## config.mk

```make
export PLATFORM = sky130hd
export DESIGN_NAME = ipfb_avg
export DESIGN_NICKNAME = d
export VERILOG_FILES = /design/src/rtl/ipfb_pkg.sv /design/src/rtl/ipfb_avg.sv
export SDC_FILE = /design/constraint.sdc
export NUM_CORES = 1
export LEC_CHECK = 0
export ABC_AREA = 0
export BUFFER_PORTS_ARGS = -buffer_cell sky130_fd_sc_hd__buf_2
export CORE_ASPECT_RATIO = 1.25
export CORE_MARGIN = 2
export CORE_UTILIZATION = 30
export DETAILED_ROUTE_END_ITERATION = 7
export SLEW_MARGIN = 40
export SYNTH_ARGS = -nofsm -noshare
export SYNTH_HDL_FRONTEND = slang
export SYNTH_SLANG_ARGS = --single-unit
```

## constraint.sdc

```tcl
create_clock -name vclk -period 11.5
set_input_delay 2.3 -clock vclk [all_inputs]
set_output_delay 2.3 -clock vclk [all_outputs]
set_load 0.02 [all_outputs]
```

## src/rtl/ipfb_pkg.sv

```systemverilog
// Shared constants and types for the in-place five-point blur.
package ipfb_pkg;

	// Frame geometry
	localparam int WIDTH  = 800;
	localparam int HEIGHT = 600;
	localparam int COL_W  = $clog2(WIDTH);
	localparam int ROW_W  = $clog2(HEIGHT);

	// One RGB pixel
	typedef struct packed {
		logic [7:0] blue;
		logic [7:0] green;
		logic [7:0] red;
	} pixel_t;

	// Per-request position and handling, decided when the request is taken
	typedef struct packed {
		logic [COL_W-1:0] col;
		logic             emit;
		logic             filter;
		logic             frame_end;
	} pos_t;

endpackage

```

## src/rtl/ipfb_avg.sv

```systemverilog
// Per-channel truncated average of five pixels.
module ipfb_avg (
	input  ipfb_pkg::pixel_t a,
	input  ipfb_pkg::pixel_t b,
	input  ipfb_pkg::pixel_t c,
	input  ipfb_pkg::pixel_t d,
	input  ipfb_pkg::pixel_t e,
	output ipfb_pkg::pixel_t avg
);
	import ipfb_pkg::*;

	// Divide an 11-bit sum by five: multiply by 13108 / 2^16, exact below 1280
	function automatic logic [7:0] div5(input logic [10:0] s);
		logic [24:0] p;
		p = {14'd0, s} * 25'd13108;
		return p[23:16];
	endfunction

	function automatic logic [10:0] sum5(input logic [7:0] v0, input logic [7:0] v1,
		input logic [7:0] v2, input logic [7:0] v3, input logic [7:0] v4);
		return {3'd0, v0} + {3'd0, v1} + {3'd0, v2} + {3'd0, v3} + {3'd0, v4};
	endfunction

	// Average each channel
	always_comb begin
		avg.red   = div5(sum5(a.red,   b.red,   c.red,   d.red,   e.red));
		avg.green = div5(sum5(a.green, b.green, c.green, d.green, e.green));
		avg.blue  = div5(sum5(a.blue,  b.blue,  c.blue,  d.blue,  e.blue));
	end

endmodule

```

==> run summary <==
Antenna Cells: 0
DRT antenna net count: 0
DRT Pass-1 Iters: 4
Post-layout nets: 1839
DRC: 0
Initial DRC Count: 173
Avg Cell Area, Syn: 8.772 um2
Total Wirelength: 20530 um
Vias/cell: 4.371
Mux cell area share after synthesis: 0.1071%
Ratio of final minimum period to clock period: 102.7%
Row count: 72
Pin count of the biggest net entering global routing: 10
Final WS setup: -0.3160 ns
Starting Density: 30.32%
Fillers: 3160
Post-Synth Adder-Cell Area: 64.44%
Area delta synth->final: 31.47%
Gpl congestion: 0.8217
Critical Path RT: 9.20 ns
Die Ht: 201.3 um
Post-Syn Area: 0.009343 mm2
Unrepaired setup endpoints after global routing: yes
DR WL/cell: 11.80 um
Fin util: 39.87%
YS warnings: 0
Worst relative slew slack: 48.33%
Largest family of logic cells by synthesized area: adder cells
Hpwl dp: 18480 um
Startpoint types: input port
Worst setup endpoint: avg[19]
CP max stage cell: fa_2
DIE AREA: 0.03258 mm2
CP most frequent cell: fa_1
Hold-fix buffers, CTS: 0
Die Wd: 161.8 um
Share of cells above drive strength 1: 30.31%
Total gr overflow: 0
Initial antenna violation count: 0
Cells after Synth: 1065
Final Hold Fails: 0
Status: finished with violations
XOR/XNOR Fraction of Synth Area: 3.750%
Synth Area in Compound Gates: 8.611%
Worst hold path cell count: 10
Simple-gate share of the synthesized area: 7.058%
I/O pin cnt: 144
Failing checks: negative setup slack
First-pass GRT wire length: 34550 um
Yosys cell types: 55
Port bufs: 144
Vias in the first global route: 8115
Vias: 7606
Minimum clock period: 11.82 ns
Fin. max-slew vios: 0
Worst-Margin Slew: 0.7554 ns
Register cell area after layout: 0 um2
Core box area: 0.03081 mm2
CP peak stage delay: 0.53 ns
Seq cells: 0
Setup-failing EPs final: 14
Clkbuf count: 0
Fmax: 84.63 MHz
HP Class: input port to output port
CP Max Fanout: 3
Critical path startpoint: a[18]
Sequential fraction of the synthesis area: 0%
WS Path Type: input port to output port
Gr usage total: 12.44%
Syn_nets: 1569
Crit path DAT: 9.52 ns
Multi-input logic area: 0.008492 mm2
CP Capture Type: output port
Max-Cap Viols: 0
worst min path at each step:
stage | from | end | slack [ns]
2_1_floorplan | e[8] | avg[8] | 5.47
3_3_place_gp | e[0] | avg[0] | 5.96
3_5_place_dp | e[16] | avg[17] | 5.95
4_1_cts | e[8] | avg[10] | 5.87
5_1_grt | e[8] | avg[10] | 5.94
6_report | e[8] | avg[10] | 5.86
layout by cell type, fill, tap and decap left out, drive strengths merged, types with 5 or more instances in the layout:
cell,synthesis,final
a21oi,31,31
or2,9,9
inv,394,394
o211ai,5,5
a211oi,5,5
nand2,24,24
nor2b,13,13
buf,1,271
nand4,5,5
fa,162,162
ha,222,222
nand3,8,8
a21o,11,11
xnor2,32,32
o21a,5,5
xor2,8,8
nor3,15,15
nor2,29,29
or3,5,5
nand2b,5,5
o21ai,22,22
o311ai,6,6
metal layers:
metal / wire [um] / global-route usage [%] / vias to the layer above
li1: - / - / 3801
met4: 192 / 1.043 / 0
met2: 11720 / 25.47 / 100
met5: 0 / 0 / -
met1: 8132 / 14.43 / 3689
met3: 484 / 0.7215 / 16
per-stage QoR:
step	cell area, um2	setup TNS [ns]	setup slack, ns	hold WS, ns	std cells
floorplan	9415	-0.2317	-0.1518	5.472	1065
global placement	11380	-6.072	-0.4276	5.956	1713
detailed placement	11380	-7.780	-0.5290	5.949	1713
CTS	11820	-2.801	-0.3091	5.872	1722
global route	12280	-8.687	-0.5787	5.941	1740
finish	12280	-2.296	-0.3160	5.863	1740
synth_stat cells, types with 4 or more instances:
cell / n / area (um2)
xor2_1: 8 / 70.07
o21a_1: 5 / 37.54
nor2b_1: 13 / 81.33
ha_1: 222 / 2778
or2_2: 8 / 50.05
nand2_1: 24 / 90.09
a211oi_1: 5 / 37.54
inv_1: 394 / 1479
a21boi_0: 4 / 30.03
or3_1: 5 / 31.28
nor2_1: 29 / 108.9
xnor2_1: 32 / 280.3
fa_1: 162 / 3243
nand4_1: 5 / 31.28
nand2b_1: 5 / 31.28
nand3_1: 8 / 40.04
o21ai_0: 21 / 105.1
nor3_1: 15 / 75.07
a21oi_1: 29 / 145.1
a21o_1: 11 / 82.58
o211ai_1: 5 / 37.54
and3_1: 4 / 25.02
cell families (layout without fill, tap and decap cells):
group | after synthesis | after routing
AO/OA/AOI/OAI | 114 | 114
XOR/XNOR | 40 | 40
adder cells (fa/ha/maj) | 384 | 384
buffers and inverters | 397 | 665
multiplexers | 1 | 1
AND/OR/NAND/NOR | 129 | 129
timing repair:
action | 4_1_cts | 5_1_grt
endpoints found under the setup margin | 24 | 24
buffers inserted | 9 | 19
resized for setup | 107 | 71
pin swaps | 54 | 73
worst max-delay path: cells and delay by family:
family	cells	cell delay, ns
adders and majority gates	10	4.30
AOI/OAI and AO/OA	8	1.32
buffers and inverters	9	0.75
and+or+nand+nor	3	0.61
xor gates and xnor gates	1	0.22
layout make-up:
class | count | share of cell area (%)
well taps | 407 | 4.146
repair buffers | 271 | 14.68
inverters | 394 | 12.04
multi-input cells | 668 | 69.14
Power is left out: the tool's default activity adds up to more than one toggle a clock period on the data nets, which glitch-free logic cannot reach.
