--- config.mk ---
export PLATFORM = sky130hd
export DESIGN_NAME = ipfb_raster_ctr
export DESIGN_NICKNAME = d
export VERILOG_FILES = /design/src/rtl/ipfb_pkg.sv /design/src/rtl/ipfb_raster_ctr.sv
export SDC_FILE = /design/constraint.sdc
export NUM_CORES = 1
export LEC_CHECK = 0
export BUFFER_PORTS_ARGS = -buffer_cell sky130_fd_sc_hd__clkbuf_2
export CAP_MARGIN = 20
export CORE_MARGIN = 2
export CORE_UTILIZATION = 59
export DETAILED_ROUTE_END_ITERATION = 7
export PLACE_DENSITY = 0.87
export SLEW_MARGIN = 20
export SYNTH_ARGS = -nofsm -noshare
export SYNTH_HDL_FRONTEND = slang
export SYNTH_SLANG_ARGS = --single-unit
--- constraint.sdc ---
create_clock -name clk -period 4.2 [get_ports clk]
set_input_delay 1.05 -clock clk [delete_from_list [all_inputs] [get_ports clk]]
set_output_delay 1.05 -clock clk [all_outputs]
set_load 0.05 [all_outputs]
--- src/rtl/ipfb_pkg.sv ---
// Shared constants and types for the in-place five-point blur.
package ipfb_pkg;

	// Frame geometry
	localparam int WIDTH  = 800;
	localparam int HEIGHT = 600;
	localparam int COL_W  = $clog2(WIDTH);
	localparam int ROW_W  = $clog2(HEIGHT);

	// One RGB pixel
	typedef struct packed {
		logic [7:0] blue;
		logic [7:0] green;
		logic [7:0] red;
	} pixel_t;

	// Per-request position and handling, decided when the request is taken
	typedef struct packed {
		logic [COL_W-1:0] col;
		logic             emit;
		logic             filter;
		logic             frame_end;
	} pos_t;

endpackage

--- src/rtl/ipfb_raster_ctr.sv ---
// Raster position counter and per-request classification.
module ipfb_raster_ctr (
	input  logic          clk,
	input  logic          arst_n,
	input  logic          advance,
	output ipfb_pkg::pos_t pos
);
	import ipfb_pkg::*;

	logic [COL_W-1:0] col_q;
	logic [ROW_W-1:0] row_q;
	logic             first_done_q;
	logic             last_col;

	assign last_col = (col_q == COL_W'(WIDTH - 1));

	// Advance column and row on every taken request
	always_ff @(posedge clk or negedge arst_n) begin
		if (!arst_n) begin
			col_q        <= '0;
			row_q        <= '0;
			first_done_q <= 1'b0;
		end else if (advance) begin
			if (last_col) begin
				col_q <= '0;
				if (row_q == ROW_W'(HEIGHT - 1)) begin
					row_q <= '0;
				end else begin
					row_q <= row_q + 1'b1;
				end
				if (row_q == '0) begin
					first_done_q <= 1'b1;
				end
			end else begin
				col_q <= col_q + 1'b1;
			end
		end
	end

	// Classify the current position
	always_comb begin
		pos.col       = col_q;
		pos.emit      = (row_q != '0) || first_done_q;
		pos.filter    = (row_q != '0) && (row_q != ROW_W'(1));
		pos.frame_end = (row_q == '0) && last_col;
	end

endmodule

==> reports/metrics.csv <==
stage,metric,value,unit
place,port bufs,15,
worst_setup_path,crit path max fanout,4,
detailed_routing,number of remaining DRC errors,0,
finish,Final Util,69.75,%
worst_setup_path,Worst R2R Path Depth,5,
worst_hold_path,Hold Path Sink,first_done_q,
place,RePlAce Congestion,0.8552,
clocking,clk_lat worst skew,0.29,ns
clocking,CTS H-Tree Depth,1,
synthesis,Avg Inst Size Synth,10.35,µm²
clocking,CTS Buf Count,3,
grt,number of global-route vias before repair,807,
synthesis,Synthesized Nets,113,
floorplanning,Die W,47.13,µm
synthesis,simple-gate share of the synthesized area,26.23,%
clocking,cts hold-fix bufs,0,
clocking,CTS root buf,clkbuf_4,
clocking,"Reg clk slew, reported paths",0.11,ns
finish,most common library cell in the layout ignoring fill and taps,dfrtp_1,
grt,wire length of the first global-routing pass,3450,µm
synthesis,cell count after synthesis,106,
grt,initial antenna violation count,0,
clocking,CTS sink count,21,
pwr,Leakage,0.0005874,µW
floorplanning,I/O pins,16,
sta,RSZ-0062 raised after global routing,false,
detailed_routing,ANT nets after route,0,
synthesis,multiplexer area fraction after synthesis,3.193,%
synthesis,largest family of logic cells by synthesized area,simple AND/OR/NAND/NOR gates,
synthesis,number of synthesis warnings,0,
synthesis,Compound-Gate Fraction of Synth Area,7.640,%
worst_setup_path,FF-to-FF Start,col_q[1],
sta,"Slew Viols, Final",0,
run_status,status,"complete, no violations",
sta,setup tns final,0,ns
clocking,"Setup Fix Bufs, Post-CTS",0,
synthesis,"area leader, netlist",dfrtp_1,
finish,Area Growth Syn to Fin,10.95,%
synthesis,Yosys cell types,30,
grt,GRT Total Usage,22.30,%
sta,relative slew slack,65.79,%
synthesis,fraction of the mapped netlist area in adder cells,4.561,%
pwr,maximum vdd drop,0.0003095,V
clocking,Longest Clk Path Bufs,2,
floorplanning,area of the core,1745,µm²
synthesis,Yosys top cell area share,47.89,%
floorplanning,Initial Utilization,62.87,%
synthesis,XOR/XNOR Fraction of Synth Area,7.982,%
worst_hold_path,Min-Delay Path Class,reg -> reg,
sta,"Hold Vio Cnt, Final",0,
floorplanning,Rows,15,
detailed_routing,Vias per Instance,6.000,
grt,total congestion overflow,0,
detailed_routing,Met3 Wirelength,107,µm
worst_setup_path,WS Path Type,reg -> out,
worst_setup_path,Worst EP arrival,1.94,ns
clocking,TritonCTS clock tree,yes,
detailed_routing,met2 WL,960,µm
sta,# setup viols final,0,
finish,diode count,0,
detailed_routing,DRT iter0 DRCs,28,
worst_setup_path,type of origin of the critical path,flop,
floorplanning,die height,47.13,µm
floorplanning,die area,2221,µm²
worst_setup_path,flop2flop setup slack,2.28,ns
place,Detail Placement HPWL,1518,µm
finish,Nets,131,
pwr,pwr dens,462.4,nW/µm²
synthesis,Area contributors post-synth,"dfrtp_1 (48%), xnor2_1 (5.6%), ha_1 (4.6%)",
detailed_routing,met1 WL,952,µm
detailed_routing,max layer used,met4,
synthesis,Synth Register Bits,21,
sta,Setup Skew,0.005787,ns
worst_hold_path,Hold Crit Depth,1,
detailed_routing,DR pass1 iterations,4,
clocking,post_cts resized,0,
finish,most frequent cells in the layout,"dfrtp_1 (21), clkbuf_2 (15), nand2_1 (10)",
worst_hold_path,HP Start,first_done_q,
worst_setup_path,crit end category,primary output,
run,max cap viols,0,
synthesis,synthesized area,1097,µm²
sta,Tcrit/Tclk final,71.18,%
grt,pin count of the biggest net entering global routing,22,
detailed_routing,routed len/inst,13.80,µm
worst_setup_path,Critical Path RT,3.15,ns
finish,layout cells sized above 1,17.89,%
sta,post-route minimum period,2.989,ns
synthesis,"Seq/Total Area, Yosys",47.89,%
sta,fmax,334.5,MHz
sta,worst-margin pin slew,0.5132,ns
worst_setup_path,reg-to-reg critical path endpoint,row_q[3],
detailed_routing,Total Wirelength,2043,µm
detailed_routing,via count,888,
[per-layer routing]
metal  vias up  GRT usage, %
met5         -             0
met4         0         11.11
met3         4         4.231
met2        34         35.89
met1       430         28.82
li1        420             -
[final cells by class]
class,count,area [µm²]
repair buffers,15,75.07
multi-input cells,79,544.3
well taps,25,31.28
inverters,4,15.01
fillers,139,528.0
clock buffers,4,26.28
flip-flops and latches,21,525.5
[flip-flops by register name, summed over array words and instances (netlist names)]
| name | count |
|---|---|
| first_done_q | 1 |
| row_q | 10 |
| col_q | 10 |
[through the flow]
step / setup slack (ns) / power, µW / std cells / cell area, µm² / hold slack [ns]
2_1_floorplan: 0.8197 / 424.5 / 106 / 1097 / 0.4204
3_3_place_gp: 1.629 / 468.2 / 144 / 1191 / 0.4328
3_5_place_dp: 1.549 / 475.0 / 144 / 1191 / 0.4449
4_1_cts: 1.202 / 570.4 / 148 / 1217 / 0.4716
5_1_grt: 0.9996 / 598.8 / 148 / 1217 / 0.4932
6_report: 1.211 / 563.0 / 148 / 1217 / 0.4690
[worst max path at each step]
stage	from	slack [ns]	depth (start not counted)	end
floorplan	col_q[4]	0.82	3	pos[0]
global placement	row_q[7]	1.63	4	pos[0]
detailed placement	row_q[3]	1.55	4	pos[0]
CTS	row_q[7]	1.20	4	pos[0]
global route	row_q[3]	1.0	4	pos[0]
finish	row_q[7]	1.21	4	pos[0]
[logic make-up (layout without fill, tap and decap cells)]
logic type	Yosys count	count (layout)
AND/OR/NAND/NOR	49	49
flip-flops	21	21
AO/OA/AOI/OAI	13	13
XOR/XNOR	10	10
buffers and inverters	6	23
adder cells (fa/ha/maj)	4	4
multiplexers	3	3
[Yosys cell counts]
| library cell | count |
|---|---|
| a21o_1 | 2 |
| a2bb2oi_1 | 1 |
| a31oi_1 | 1 |
| and3_1 | 4 |
| and4_1 | 4 |
| and4_2 | 1 |
| buf_2 | 1 |
| buf_4 | 1 |
| dfrtp_1 | 21 |
| ha_1 | 4 |
| inv_1 | 4 |
| mux2_4 | 1 |
| mux2i_1 | 2 |
| nand2_1 | 10 |
| nand2b_1 | 1 |
| nand3_1 | 8 |
| nand3b_1 | 1 |
| nand4_1 | 7 |
| nor2_1 | 6 |
| nor3_1 | 1 |
| nor4_1 | 3 |
| nor4b_4 | 1 |
| o211ai_1 | 2 |
| o21ai_0 | 5 |
| o22ai_1 | 1 |
| o31ai_1 | 1 |
| or2_2 | 1 |
| or3_1 | 1 |
| xnor2_1 | 7 |
| xor2_1 | 3 |
[worst max-delay path, stage by stage (launching register included)]
cell	delay [ns]
dfrtp_1	0.43
nor4_1	0.47
nand3_1	0.17
nor3_1	0.26
clkbuf_2	0.32
[power breakdown]
group	internal [µW]	switching, µW
sequential	229	47.4
clock	36.9	54.8
combinational	53.9	141
Note: power is estimated with default switching activity, not from simulation.
